$ cat src/hdl/mqsb_pkg.sv
// Package for the multi-queue shared buffer.
// Holds the operation and status codes, the controller state type and the
// command group from the controller to the datapath. Depends on nothing.
package mqsb_pkg;

  // Operation codes carried on func_i.
  localparam logic FUNC_ENQ = 1'b0;
  localparam logic FUNC_DEQ = 1'b1;

  // Result status codes carried on status_o.
  localparam logic [1:0] ST_OK    = 2'd0;
  localparam logic [1:0] ST_FULL  = 2'd1;
  localparam logic [1:0] ST_EMPTY = 2'd2;

  // Width of the queue number field and the number of queues it can name.
  localparam int unsigned QID_W   = 2;
  localparam int unsigned NUM_QID = 4;

  // Controller states.
  typedef enum logic {
    S_IDLE,
    S_FINISH
  } state_e;

  // Commands from the controller to the datapath.
  typedef struct packed {
    logic start;   // a word is accepted this cycle: issue the first phase
    logic finish;  // second phase completes and loads the result register
  } cmd_t;

endpackage

$ cat src/hdl/mqsb_ram.sv
// Generic simple dual-port RAM with one write port and one registered read.
// Used for the slot data store and the link store. No dependencies.
module mqsb_ram #(
  parameter int unsigned WIDTH = 32,
  parameter int unsigned DEPTH = 16
) (
  input  logic                     clk_i,
  input  logic                     we_i,
  input  logic [$clog2(DEPTH)-1:0] waddr_i,
  input  logic [WIDTH-1:0]         wdata_i,
  input  logic                     re_i,
  input  logic [$clog2(DEPTH)-1:0] raddr_i,
  output logic [WIDTH-1:0]         rdata_o
);

  logic [WIDTH-1:0] mem_q [DEPTH];
  logic [WIDTH-1:0] rdata_q;

  // Write port.
  always_ff @(posedge clk_i) begin
    if (we_i) begin
      mem_q[waddr_i] <= wdata_i;
    end
  end

  // Registered read port; the data holds while no read is issued.
  always_ff @(posedge clk_i) begin
    if (re_i) begin
      rdata_q <= mem_q[raddr_i];
    end
  end

  assign rdata_o = rdata_q;

endmodule

$ cat src/hdl/mqsb_ctrl.sv
// Controller of the multi-queue shared buffer: a two-state sequencer and the
// output valid flag. Depends on mqsb_pkg.
module mqsb_ctrl
  import mqsb_pkg::*;
(
  input  logic clk_i,
  input  logic rst_ni,
  input  logic in_valid_i,
  output logic in_ready_o,
  output logic out_valid_o,
  input  logic out_ready_i,
  output cmd_t cmd_o
);

  state_e state_q, state_d;
  logic   out_valid_q, out_valid_d;
  logic   out_free;

  // The result register can be loaded when empty or when its word leaves now.
  assign out_free = !out_valid_q || out_ready_i;

  // Next-state logic.
  always_comb begin
    state_d = state_q;
    case (state_q)
      S_IDLE: begin
        if (in_valid_i) begin
          state_d = S_FINISH;
        end
      end
      S_FINISH: begin
        if (out_free) begin
          state_d = S_IDLE;
        end
      end
      default: state_d = S_IDLE;
    endcase
  end

  // Output and command logic.
  always_comb begin
    in_ready_o   = 1'b0;
    cmd_o.start  = 1'b0;
    cmd_o.finish = 1'b0;
    case (state_q)
      S_IDLE: begin
        in_ready_o  = 1'b1;
        cmd_o.start = in_valid_i;
      end
      S_FINISH: begin
        cmd_o.finish = out_free;
      end
      default: begin
        in_ready_o = 1'b0;
      end
    endcase
  end

  // Result valid flag: set when a result is loaded, cleared when taken.
  always_comb begin
    out_valid_d = out_valid_q;
    if (cmd_o.finish) begin
      out_valid_d = 1'b1;
    end else if (out_ready_i) begin
      out_valid_d = 1'b0;
    end
  end

  always_ff @(posedge clk_i or negedge rst_ni) begin
    if (!rst_ni) begin
      state_q     <= S_IDLE;
      out_valid_q <= 1'b0;
    end else begin
      state_q     <= state_d;
      out_valid_q <= out_valid_d;
    end
  end

  assign out_valid_o = out_valid_q;

endmodule

$ cat src/hdl/mqsb_dp.sv
// Datapath of the multi-queue shared buffer: queue head and tail pointers,
// free list head, fresh-slot count, slot and link stores, result register.
// Depends on mqsb_pkg and mqsb_ram.
module mqsb_dp
  import mqsb_pkg::*;
#(
  parameter int unsigned SLOTS  = 16,
  parameter int unsigned QUEUES = 4
) (
  input  logic               clk_i,
  input  logic               rst_ni,
  input  cmd_t               cmd_i,
  input  logic               func_i,
  input  logic [QID_W-1:0]   queue_id_i,
  input  logic signed [31:0] value_in_i,
  output logic signed [31:0] value_out_o,
  output logic [1:0]         status_o
);

  // Pointer width holds every slot index plus the null value SLOTS.
  localparam int unsigned PW = $clog2(SLOTS + 1);
  localparam int unsigned AW = $clog2(SLOTS);
  localparam logic [PW-1:0] NIL = PW'(SLOTS);

  logic [PW-1:0] head_q [NUM_QID];
  logic [PW-1:0] tail_q [NUM_QID];
  logic [PW-1:0] free_head_q;
  logic [PW-1:0] fresh_q;

  // Operation captured at acceptance.
  logic              func_q;
  logic [QID_W-1:0]  qid_q;
  logic [31:0]       value_q;
  logic [PW-1:0]     slot_q;
  logic              ok_q;
  logic              fresh_hit_q;

  logic signed [31:0] value_out_q;
  logic [1:0]         status_q;

  logic          q_ok;
  logic          is_deq;
  logic [PW-1:0] sel_head;
  logic [PW-1:0] sel_tail;
  logic [PW-1:0] start_slot;
  logic          start_ok;
  logic [PW-1:0] fin_head;
  logic [PW-1:0] next_ptr;
  logic          commit;

  logic          link_we;
  logic [AW-1:0] link_waddr;
  logic [PW-1:0] link_wdata;
  logic [PW-1:0] link_rdata;
  logic          data_we;
  logic [31:0]   data_rdata;

  // First phase: pick the slot and decide whether the operation succeeds.
  always_comb begin
    q_ok       = 7'(queue_id_i) < 7'(QUEUES);
    is_deq     = (func_i == FUNC_DEQ);
    sel_head   = head_q[queue_id_i];
    sel_tail   = tail_q[queue_id_i];
    start_slot = is_deq ? sel_head : free_head_q;
    start_ok   = q_ok && (start_slot != NIL);
  end

  // Second phase: a slot at or above the fresh count was never allocated,
  // so its link was never written and the next slot is taken in its place.
  always_comb begin
    fin_head = head_q[qid_q];
    next_ptr = fresh_hit_q ? (slot_q + PW'(1)) : link_rdata;
    commit   = cmd_i.finish && ok_q;
  end

  // Link store write port: chain behind the old tail in the first phase,
  // rewrite the moved slot's own link in the second.
  always_comb begin
    link_we    = 1'b0;
    link_waddr = sel_tail[AW-1:0];
    link_wdata = free_head_q;
    if (cmd_i.start && start_ok && !is_deq && (sel_head != NIL)) begin
      link_we    = 1'b1;
      link_waddr = sel_tail[AW-1:0];
      link_wdata = free_head_q;
    end else if (commit) begin
      link_we    = 1'b1;
      link_waddr = slot_q[AW-1:0];
      link_wdata = (func_q == FUNC_DEQ) ? free_head_q : NIL;
    end
  end

  assign data_we = commit && (func_q == FUNC_ENQ);

  mqsb_ram #(
    .WIDTH (PW),
    .DEPTH (SLOTS)
  ) u_link_ram (
    .clk_i   (clk_i),
    .we_i    (link_we),
    .waddr_i (link_waddr),
    .wdata_i (link_wdata),
    .re_i    (cmd_i.start),
    .raddr_i (start_slot[AW-1:0]),
    .rdata_o (link_rdata)
  );

  mqsb_ram #(
    .WIDTH (32),
    .DEPTH (SLOTS)
  ) u_data_ram (
    .clk_i   (clk_i),
    .we_i    (data_we),
    .waddr_i (slot_q[AW-1:0]),
    .wdata_i (value_q),
    .re_i    (cmd_i.start),
    .raddr_i (start_slot[AW-1:0]),
    .rdata_o (data_rdata)
  );

  // Capture of the accepted word.
  always_ff @(posedge clk_i or negedge rst_ni) begin
    if (!rst_ni) begin
      ok_q <= 1'b0;
    end else if (cmd_i.start) begin
      ok_q <= start_ok;
    end
  end

  always_ff @(posedge clk_i) begin
    if (cmd_i.start) begin
      func_q      <= func_i;
      qid_q       <= queue_id_i;
      value_q     <= value_in_i;
      slot_q      <= start_slot;
      fresh_hit_q <= (start_slot >= fresh_q);
    end
  end

  // Pointer state updated when an operation commits.
  always_ff @(posedge clk_i or negedge rst_ni) begin
    if (!rst_ni) begin
      for (int i = 0; i < NUM_QID; i++) begin
        head_q[i] <= NIL;
        tail_q[i] <= NIL;
      end
      free_head_q <= '0;
      fresh_q     <= '0;
    end else if (commit) begin
      if (func_q == FUNC_ENQ) begin
        free_head_q <= next_ptr;
        if (fin_head == NIL) begin
          head_q[qid_q] <= slot_q;
        end
        tail_q[qid_q] <= slot_q;
        if (fresh_hit_q) begin
          fresh_q <= fresh_q + PW'(1);
        end
      end else begin
        head_q[qid_q] <= next_ptr;
        free_head_q   <= slot_q;
      end
    end
  end

  // Result register.
  always_ff @(posedge clk_i) begin
    if (cmd_i.finish) begin
      if (ok_q) begin
        status_q    <= ST_OK;
        value_out_q <= (func_q == FUNC_DEQ) ? data_rdata : 32'sd0;
      end else begin
        status_q    <= (func_q == FUNC_DEQ) ? ST_EMPTY : ST_FULL;
        value_out_q <= 32'sd0;
      end
    end
  end

  assign value_out_o = value_out_q;
  assign status_o    = status_q;

endmodule

$ cat src/hdl/multi_queue_shared_buffer.sv
// Top level of the multi-queue shared buffer: several FIFO queues in one
// linked slot store with a free list. Depends on mqsb_pkg, mqsb_ctrl, mqsb_dp.
//
//   channel | handshake               | fields
//   --------+-------------------------+-----------------------------
//   in      | in_valid_i / in_ready_o | func_i, queue_id_i, value_in_i
//   out     | out_valid_o/out_ready_i | value_out_o, status_o
//
// Each word runs in a first and a second phase: the accept cycle reads the
// link and slot stores at the chosen slot, then S_FINISH writes the link
// store again and loads the result register. The single write port of the
// link store sets this split. A word is accepted while an earlier result
// still waits; the second phase stalls only while the result register is
// full and not being taken. Reset is asynchronous; no clearing pass is
// needed, as slots never yet allocated are tracked by a fill count.
module multi_queue_shared_buffer
  import mqsb_pkg::*;
#(
  parameter int unsigned SLOTS  = 16,
  parameter int unsigned QUEUES = 4
) (
  input  logic               clk_i,
  input  logic               rst_ni,
  input  logic               in_valid_i,
  output logic               in_ready_o,
  input  logic               func_i,
  input  logic [QID_W-1:0]   queue_id_i,
  input  logic signed [31:0] value_in_i,
  output logic               out_valid_o,
  input  logic               out_ready_i,
  output logic signed [31:0] value_out_o,
  output logic [1:0]         status_o
);

  cmd_t cmd;

  mqsb_ctrl u_ctrl (
    .clk_i       (clk_i),
    .rst_ni      (rst_ni),
    .in_valid_i  (in_valid_i),
    .in_ready_o  (in_ready_o),
    .out_valid_o (out_valid_o),
    .out_ready_i (out_ready_i),
    .cmd_o       (cmd)
  );

  mqsb_dp #(
    .SLOTS  (SLOTS),
    .QUEUES (QUEUES)
  ) u_dp (
    .clk_i       (clk_i),
    .rst_ni      (rst_ni),
    .cmd_i       (cmd),
    .func_i      (func_i),
    .queue_id_i  (queue_id_i),
    .value_in_i  (value_in_i),
    .value_out_o (value_out_o),
    .status_o    (status_o)
  );

endmodule
$ cat config.mk
export PLATFORM = sky130hd
export DESIGN_NAME = multi_queue_shared_buffer
export DESIGN_NICKNAME = d
export VERILOG_FILES = /design/src/hdl/mqsb_pkg.sv /design/src/hdl/mqsb_ram.sv /design/src/hdl/mqsb_ctrl.sv /design/src/hdl/mqsb_dp.sv /design/src/hdl/multi_queue_shared_buffer.sv
export SDC_FILE = /design/constraint.sdc
export NUM_CORES = 1
export LEC_CHECK = 0
export ABC_AREA = 1
export BUFFER_PORTS_ARGS = -buffer_cell sky130_fd_sc_hd__buf_2
export CORE_ASPECT_RATIO = 1.5
export CORE_MARGIN = 10
export CORE_UTILIZATION = 40
export CTS_BUF_LIST = sky130_fd_sc_hd__clkbuf_2
export CTS_CLUSTER_SIZE = 12
export DETAILED_ROUTE_END_ITERATION = 16
export HOLD_SLACK_MARGIN = 0.15
export SETUP_SLACK_MARGIN = 0.5
export SLEW_MARGIN = 15
export SYNTH_ARGS = -nofsm -noshare
export SYNTH_HDL_FRONTEND = slang
export SYNTH_HIERARCHICAL = 1
export SYNTH_SLANG_ARGS = --single-unit
$ cat constraint.sdc
create_clock -name clk_i -period 5.9 [get_ports clk_i]
set_input_delay 1.18 -clock clk_i [delete_from_list [all_inputs] [get_ports clk_i]]
set_output_delay 1.18 -clock clk_i [all_outputs]
set_load 0.05 [all_outputs]
==> results.tsv, run 1 <==
metric	value	unit
clock_path_buffers	3	
drtIter0Drc	1729	
syn_nets	3098	
place_ws	1740	ps
grt_pass1_vias	21556	
syn_area_per_cell	10.65	sq um
grt_max_degree	164	
nNetsFinal	3291	
reg2reg_from	u_ctrl/out_valid_o$_DFFE_PN0P_	
ys_warn_count	6	
ys_ff_latch	753	
synth.distinct_cells	44	
die_y	369.1	microns
final.min_clock_period	3373	ps
holdWs	479.8	ps
cts_resized	0	
critPathTopFamily	simple AND/OR/NAND/NOR gates	
firstDrtPassIters	5	
crit_path_cell_trace	dlygate4sd3_1 -> buf_2 -> inv_8 -> nand2_2 -> nand3_2 -> nand3_2 -> nand2_8 -> nor2_4 -> nand3_4 -> nand3_4 -> nand2_1 -> nand2_1 -> nand3b_1 -> nor2_1	
cts_buffers	180	
maxCapViolCount	0	
fmax	296.4	MHz
io_buffers	74	
hold_viol	0	
tightestPinTransition	1095	ps
drtAntennaViolNets	0	
end_kind	register	
placed_cell_area	0.03372	sq mm
min_path_type	input pin to asynchronous set/reset pin	
gp_congestion	0.8540	
wl_per_cell	18.68	microns
finalWorstSetupSlack	2527	ps
drive_gt1_frac	0.1417	
fin_crit_sh	0.5717	
yosysSeqAreaShare	0.6886	
power	13.56	mW
synthFlopType	edfxtp_1	
critPathMaxFanout	97	
final_cell_count_no_fill	4415	
area_growth	10.16	%
setup_tns	0	ps
switchingPower	4.805	mW
synth_edf_count	704	
cts_setup_buffers	0	
worst_clock_skew	114.9	ps
grt_pass1_wl	125200	microns
drc	0	
async_flop_share	0.06507	
status	finished, final reports clean	
power.density	378.8	mW/mm^2
ios	75	
grt_antenna_before_repair	2	
dp_hpwl	45430	microns
h-tree-depth	4	
clk_pin_slew	110	ps
core_area	0.08088	sq mm
placementRows	128	
start_util	0.4017	
num_vias	21650	
required	6870	ps
power_frac_comb	0.251	
ir_drop	265.9	uV
clockPowerShare	0.258	
dieWidth	252.7	microns
synthCells	3052	
setup.worst_path.class	input pin to register	
overflow	0	
slew_headroom	0.2690	
max_stage_delay	530	ps
final_cell_area	0.03579	sq mm
placedCellCount	4064	
slew_violations	0	
cts_sinks	753	
p_int	8.753	mW
leakagePower	15.40	nW
cp.arrival	4350	ps
swShare	0.3544	
insertion_delay	1340	ps
crit_path_start	queue_id_i[0]	
cp.buffers_inverters	3	
slowest_stage	dlygate4sd3_1	
track_usage	0.1769	
cts_tree	yes	
critPathLaunchType	input pin	
die_area	0.09326	sq mm
fin_util	0.4425	
p_seq_frac	0.491	
cts-root-buf	clkbuf_2	
final-setup-viol-count	0	
wl	82470	microns
rsz0062_at_grt	no	
synth_area	0.03249	sq mm
viasPerCell	4.904	
==> registers in the layout (all words and copies together), names as in the netlist <==
name / count
u_ctrl/out_valid_o: 1
u_dp/func_q: 1
u_dp/u_data_ram/rdata_o: 32
u_ctrl/state_q: 1
u_dp/u_data_ram/mem_q: 512
u_dp/tail_q: 16
u_dp/fresh_hit_q: 1
u_dp/u_link_ram/rdata_o: 5
u_dp/value_q: 32
u_dp/slot_q: 5
u_dp/u_link_ram/mem_q: 80
u_dp/head_q: 20
u_dp/fresh_q: 5
u_dp/ok_q: 1
u_dp/value_out_o: 32
u_dp/status_o: 2
u_dp/free_head_q: 5
u_dp/qid_q: 2
==> synth_stat cells, drive strengths merged, types with 2 or more instances <==
cell type	n	area, sq um
or2	2	12.51
nand3	480	2452
nand4	33	206.5
xor2	5	43.79
o22ai	5	31.28
inv	525	1988
edfxtp	704	21140
xnor2	2	17.52
clkbuf	20	75.07
nor3	2	15.01
nand2	937	3572
nand3b	2	15.01
nor2	94	377.9
o21ai	41	205.2
buf	122	884.6
o21bai	2	15.01
dfrtp	45	1126
ha	7	87.58
a21oi	14	73.82
dfstp	4	105.1
==> power groups by stage <==
stage,clock (mW),combinational [mW],sequential [mW]
6_report,3.50,3.40,6.66
5_1_grt,3.89,3.78,6.70
4_1_cts,3.62,3.43,6.66
3_5_place_dp,0,3.40,6.78
3_3_place_gp,0,3.37,6.78
2_1_floorplan,0,2.42,6.78
==> logic make-up (layout without fill, tap and decap cells) <==
logic type                 count (synthesis)  after routing  synth area share
other                                      0              2                 0
adders and majority gates                  7              7          0.002696
AOI/OAI and AO/OA                         66             66           0.01098
muxes                                      1              1         0.0003081
buffers and inverters                    668            989           0.09085
and+or+nand+nor                         1550           1550            0.2047
DFF                                      753            753            0.6886
xor gates and xnor gates                   7              7          0.001887
==> worst min-delay path: stages <==
cell	delay, ps
dlygate4sd3_1	520
buf_2	90
buf_4	520
==> final timing paths <==
| check | slack [ps] | cells past startpoint | to |
|---|---|---|---|
| max | 2530 | 14 | u_dp/u_link_ram/mem_q[4][3]$_DFFE_PP_ |
| min | 480 | 3 | u_dp/head_q[12]$_DFFE_PN0P_ |
| max reg2reg | 2750 | 6 | u_dp/u_data_ram/mem_q[2][7]$_DFFE_PP_ |
| min reg2reg | 480 | 2 | u_dp/head_q[4]$_DFFE_PN1P_ |
| max in group asynchronous | 4930 | 3 | u_dp/tail_q[0]$_DFFE_PN0P_ |
| min in group clk_i | 480 | 2 | u_dp/head_q[4]$_DFFE_PN1P_ |
==> placed cells by master, fill, tap and decap left out, types with 5 or more instances in the layout <==
master	count
a21oi_1	13
buf_2	74
buf_4	36
bufinv_16	7
clkbuf_2	248
clkinv_1	44
clkinv_2	10
dfrtp_1	45
dlygate4sd3_1	39
edfxtp_1	704
ha_1	7
inv_1	484
inv_2	35
nand2_1	916
nand2_2	17
nand3_1	473
nand3_2	5
nand4_1	33
nor2_1	74
nor2_4	19
o21ai_0	40
o22ai_1	5
xor2_1	5
==> metal layers <==
layer	track usage	share of wire	up-vias
li1	-	-	10430
met2	0.3168	0.52	708
met4	0.07160	0.027	0
met5	0	0	-
met1	0.2057	0.40	10362
met3	0.03160	0.055	150
==> repair_timing <==
item	in CTS	in global routing
hold buffers	39	0
endpoints found under the setup margin	0	0
hold endpoints to repair	82	0
==> area by class of cell <==
type                            instances  area (sq um)
Antenna cell                            2         5.005
Clock buffer                          248          1241
Clock inverter                         62         437.9
Fill cell                            7635         45090
Inverter                              526          2002
Multi-Input combinational cell       1631          7321
Sequential cell                       753         22370
Tap cell                             1040          1301
Timing Repair Buffer                  153          1111
(Power assumes the default switching activity.)
==> run 2, diff against run 1 <==
Settings changed: ABC_AREA 1 to 0.
Clock period 5.9 ns to 3.1 ns, I/O delays scaled along.
==> run 2 against run 1 <==
  * The run now ends with setup timing left
  * Sequential power increased by 97%
  * Cell count decreased by 36%
  * Sequential share of layout area increased by 0.60 points
  * Final area decreased by 0.96%
  * Die area decreased by 11%
  * Power increased by 120%
  * Critical endpoint is now u_dp/u_link_ram/mem_q[0][0]$_DFFE_PP_
  * Highest routed layer unchanged
==> results.tsv, run 2 <==
metric	value	unit
status	finished with violations	
violations	setup timing	
slew_violations	0	
slew_headroom	0.4232	
cp.arrival	4150	ps
critPathMaxFanout	5	
reg2reg_depth	8	
drive_gt1_frac	0.4426	
place_ws	-405.6	ps
ir_drop	377.4	uV
track_usage	0.1655	
synth_top_area_cell	edfxtp_1	
crit_cells	8	
setup_tns	-825.7	ps
critPathLaunchType	register	
drtAntennaViolNets	0	
overflow	0	
yosys.cell_count.top_type	edfxtp_1	
viasPerCell	5.267	
final_cell_mix	edfxtp_1 (704), clkbuf_2 (249), mux4_2 (158)	
drtIter0Drc	1037	
placementRows	120	
ios	75	
synthFlopType	edfxtp_1	
critPathTopFamily	multiplexers	
r2r_slack	-90	ps
clock_path_buffers	3	
synth_area	0.02877	sq mm
wl_per_cell	24.03	microns
dp_hpwl	38120	microns
endpoint	u_dp/u_link_ram/mem_q[0][0]$_DFFE_PP_	
insertion_delay	1360	ps
largest_reg_flops	512	
die_y	348.4	microns
wl	67920	microns
grt_antenna_before_repair	2	
finalWorstSetupSlack	-93.98	ps
top_regs	u_dp/u_data_ram/mem_q: 512 flops, u_dp/u_link_ram/mem_q: 80 flops	
reg2reg_to	u_dp/u_link_ram/mem_q[0][0]$_DFFE_PP_	
tightestPinTransition	865.2	ps
fin_crit_sh	1.030	
io_buffers	74	
cp.buffers_inverters	0	
start_util	0.4033	
hold_viol	0	
crit_path_cell_trace	mux4_2 -> mux2i_2 -> o31ai_2 -> o2111ai_2 -> nand3_2 -> mux2_4 -> or3b_4 -> nor3_4	
area_growth	23.23	%
grt_max_degree	82	
max_stage_delay	510	ps
grt_pass1_vias	16085	
synthTopCellsByArea	edfxtp_1 (73%), mux4_2 (12%), dfrtp_1 (3.9%)	
synth_xor_area_frac	0.001827	
setup.worst_path.class	register to register	
dieWidth	239.0	microns
min_path_type	input pin to register	
synth_top_family_by_area	multiplexers	
gp_congestion	0.7892	
fillers	5750	
yosysSeqAreaShare	0.7777	
synth.distinct_cells	49	
top_register	u_dp/u_data_ram/mem_q	
synth_compound_area_frac	0.02423	
power	29.80	mW
syn_area_per_cell	21.28	sq um
final_cell_area	0.03545	sq mm
drc	0	
final.min_clock_period	3194	ps
slowest_stage	mux4_2	
worst_clock_skew	120.0	ps
cts_buffers	170	
layout_commonest_cell	edfxtp_1	
firstDrtPassIters	4	
clk_pin_slew	100	ps
reg2reg_from	u_dp/head_q[2]$_DFFE_PN0P_	
final-setup-viol-count	24	
ys_ff_latch	753	
core_area	0.07132	sq mm
synthMuxAreaShare	0.1452	
cts-root-buf	clkbuf_2	
final_cell_count_no_fill	2827	
maxCapViolCount	0	
grt_pass1_wl	100900	microns
placedCellCount	2395	
yosys-top-cells-count	edfxtp_1 (704), mux4_2 (158), a22oi_1 (69), nand2_1 (53), dfrtp_1 (45)	
fmax	313.1	MHz
holdWs	338.3	ps
die_area	0.08326	sq mm
rsz0062_at_grt	yes	
synthCells	1352	
required	4060	ps
cts_tree	yes	
fin_util	0.4970	
synth_top_area_frac	0.7349	
cts_sinks	753	
power.density	840.6	mW/mm^2
leakagePower	12.16	nW
yosys.area_share.simple	0.03589	
syn_nets	1398	
placed_cell_area	0.03155	sq mm
crit_path_start	u_dp/head_q[2]$_DFFE_PN0P_	
end_kind	register	
synth_edf_count	704	
num_vias	14891	
async_flop_share	0.06507	
ys_warn_count	6	
synthAdderAreaFrac	0.003045	
h-tree-depth	4	
nNetsFinal	1823	
==> run 2: layer usage <==
| metal | part of all wire | up-vias | global-route usage | routed length [microns] |
|---|---|---|---|---|
| met5 | 0 | - | 0 | 0 |
| met4 | 0.025 | 0 | 0.06095 | 1665 |
| met3 | 0.048 | 107 | 0.04236 | 3235 |
| met2 | 0.55 | 415 | 0.2986 | 37240 |
| met1 | 0.38 | 7794 | 0.1847 | 25780 |
| li1 | - | 6575 | - | - |
==> run 2: kinds of logic after synthesis <==
| family | Yosys count |
|---|---|
| DFF | 753 |
| muxes | 214 |
| and+or+nand+nor | 200 |
| AOI/OAI and AO/OA | 97 |
| buffers and inverters | 75 |
| adders and majority gates | 7 |
| xor gates and xnor gates | 6 |
==> run 2: cell type report <==
type	count	area [sq um]	area share
clock inverters	55	379.1	0.01070
flip-flops and latches	753	22370	0.6311
diodes	3	7.507	0.0002118
well taps	915	1145	0.03230
inverters	9	50.05	0.001412
repair buffers	318	3516	0.09918
clock buffers	249	1246	0.03516
multi-input cells	525	6733	0.1899
==> run 2: where the power goes <==
group          switching (mW)  total [mW]  internal [mW]
logic                    5.02        10.4           5.38
registers               0.626        13.1           12.4
clock network            3.82        6.35           2.53
total                    9.47        29.8           20.3
==> run 2: worst min-delay path: stages <==
cell and delay (ps):
buf_2 120, mux2_2 160, nor4_1 50, o31ai_2 250
buf_4 110, buf_4 90, nor2_1 60, a21oi_1 150
==> run 2: worst min path at each step <==
stage	startpoint	to	slack [ps]	cells past startpoint
2_1_floorplan	rst_ni	u_ctrl/out_valid_o$_DFFE_PN0P_	320	0
3_5_place_dp	u_dp/fresh_q[4]$_DFFE_PN0P_	u_dp/fresh_q[4]$_DFFE_PN0P_	470	1
4_1_cts	queue_id_i[1]	u_dp/ok_q$_DFFE_PN0P_	160	7
6_report	queue_id_i[1]	u_dp/ok_q$_DFFE_PN0P_	340	8
3_3_place_gp	u_dp/fresh_q[4]$_DFFE_PN0P_	u_dp/fresh_q[4]$_DFFE_PN0P_	470	1
5_1_grt	queue_id_i[1]	u_dp/ok_q$_DFFE_PN0P_	240	8
==> run 2: what timing repair did <==
action                                 4_1_cts  5_1_grt
endpoints found under the hold margin      274        0
cloned                                      11        0
setup buffers                               23       14
hold buffers                                77        0
setup endpoints to repair                  168      229
resized for setup                          181       43
pin swaps                                   86       40
==> run 3, diff against run 2 <==
Settings changed: ABC_AREA 0 to 1.
==> run 3 against run 2 <==
  * The run now ends clean
  * Global-route usage rose by 0.76 points
  * Clock skew fell by 56 ps
  * Non-clock buffer count fell by 65
  * Cell count rose by 59%
  * Clock power fell by 2%
  * Die area rose by 12%
  * Final area rose by 5.1%
  * Clock-buffer cell count fell by 15
  * Largest cell class unchanged
  * Largest power group unchanged
==> results.tsv, run 3 (synthesis gave the netlist of run 1 again) <==
metric	value	unit
final_cell_mix	nand2_1 (910), edfxtp_1 (704), inv_1 (484)	
clk_pin_slew	110	ps
largest_reg_flops	512	
final_cell_area	0.03726	sq mm
multi_input_area	0.007423	sq mm
h-tree-depth	4	
grt_pass1_wl	123100	microns
cp.arrival	2000	ps
fillers	7392	
hold_viol	0	
slew_headroom	0.3692	
hold_path_depth	3	
num_vias	21905	
dieWidth	252.7	microns
drtAntennaViolNets	0	
viasPerCell	4.862	
setup_tns	0	ps
setup.worst_path.class	register to output pin	
wl	80550	microns
cts-root-buf	clkbuf_2	
track_usage	0.1731	
reg2reg_depth	9	
grt_antenna_before_repair	3	
cts_sinks	753	
layout_commonest_cell	nand2_1	
ir_drop	359.2	uV
core_area	0.08088	sq mm
tightestPinTransition	946.2	ps
grt_max_degree	91	
rsz0062_at_grt	yes	
critPathLaunchType	register	
placementRows	128	
firstDrtPassIters	7	
power	26.00	mW
gp_congestion	0.8469	
required	2480	ps
fin_crit_sh	0.8443	
top_register	u_dp/u_data_ram/mem_q	
reg2reg_to	u_dp/u_data_ram/mem_q[6][6]$_DFFE_PP_	
io_buffers	74	
drc	0	
insertion_delay	1380	ps
overflow	0	
die_y	369.1	microns
register_area	0.02237	sq mm
cp.buffers_inverters	2	
maxCapViolCount	0	
cts_buffers	172	
worst_clock_skew	64.09	ps
reg2reg_from	u_ctrl/state_q$_DFF_PN0_	
drive_gt1_frac	0.1585	
min_path_type	input pin to register	
placed_cell_area	0.03463	sq mm
clock_path_buffers	3	
dp_hpwl	44530	microns
status	finished, final reports clean	
leakagePower	16.00	nW
slowest_stage	dfrtp_1	
nNetsFinal	3383	
ios	75	
min_to	u_dp/slot_q[4]$_DFFE_PP_	
hold_path_startpoint	func_i	
power.density	697.8	mW/mm^2
max_stage_delay	420	ps
wl_per_cell	17.88	microns
final-setup-viol-count	0	
fmax	382.1	MHz
top_regs	u_dp/u_data_ram/mem_q: 512 flops, u_dp/u_link_ram/mem_q: 80 flops	
die_area	0.09326	sq mm
holdWs	335.3	ps
slew_violations	0	
placedCellCount	4120	
crit_path_cell_trace	inv_4 -> buf_8	
end_kind	output pin	
drtIter0Drc	1634	
cts_tree	yes	
start_util	0.4017	
critPathMaxFanout	2	
area_growth	14.69	%
r2r_slack	610	ps
final.min_clock_period	2617	ps
grt_pass1_vias	21655	
final_cell_count_no_fill	4505	
critPathTopFamily	flip-flops	
run 3: cell count changes in the layout (fill, tap and decap cells not counted), moves of 18 or more:
cell / before / now
buf_4: 81 / 63
nor2_1: 17 / 67
nand4_1: 2 / 33
nand2_1: 49 / 910
nand2_2: 2 / 21
mux2_2: 38 / 0
buf_6: 62 / 35
mux4_2: 158 / 0
nand3_1: 12 / 468
inv_1: 5 / 484
a22oi_2: 56 / 0
and3_1: 32 / 0
inv_2: 2 / 41
o21ai_0: 7 / 40
run 3: worst max-delay path by stage:
stage                                                       end  cells after the start  slack [ps]                     start
after floorplan           u_dp/u_link_ram/mem_q[8][0]$_DFFE_PP_                      7          10                in_valid_i
after global placement    u_dp/u_link_ram/mem_q[8][3]$_DFFE_PP_                     13          80             queue_id_i[0]
after detailed placement  u_dp/u_link_ram/mem_q[8][2]$_DFFE_PP_                     13          60             queue_id_i[0]
after CTS                                            in_ready_o                      2         260  u_ctrl/state_q$_DFF_PN0_
after global routing                                 in_ready_o                      2         270  u_ctrl/state_q$_DFF_PN0_
final                                                in_ready_o                      2         480  u_ctrl/state_q$_DFF_PN0_
run 3: through the flow:
stage,util,setup WS (ps)
final,0.4607,482.6
after global routing,0.4607,266.3
after CTS,0.4598,256.1
after global placement,0.4282,83.14
after floorplan,-,13.70
after detailed placement,0.4282,57.62
run 3: layout make-up:
class / instances / share of cell area
diodes: 7 / 0.0004701
clock buffers: 234 / 0.03143
flip-flops and latches: 753 / 0.6004
clock inverters: 61 / 0.009301
multi-input cells: 1631 / 0.1992
repair buffers: 253 / 0.07041
well taps: 1040 / 0.03492
inverters: 526 / 0.05383
run 3: worst min-delay path: cells and delay by family:
kind	cells	cell delay (ps)
buf+inv	2	790
compound gates	1	130
run 3: timing repair:
item	in CTS	in global routing
hold buffers	78	0
resized for setup	74	10
setup buffers	2	3
setup endpoints to repair	36	96
endpoints found under the hold margin	327	0
run 3: power by group:
group	total, mW	internal, mW	switching, mW	leakage (nW)
clock	6.23	2.38	3.85	1.16
sequential	12.6	12.1	0.497	7.01
combinational	7.14	2.32	4.81	7.83
run 3: metal layers:
metal  global-route usage  vias up  routed length [microns]
met5                    0        -                        0
met4              0.07973        0                     2764
met3              0.03596      169                     4583
met2               0.3097      661                    42380
met1               0.1945    10461                    30830
li1                     -    10614                        -
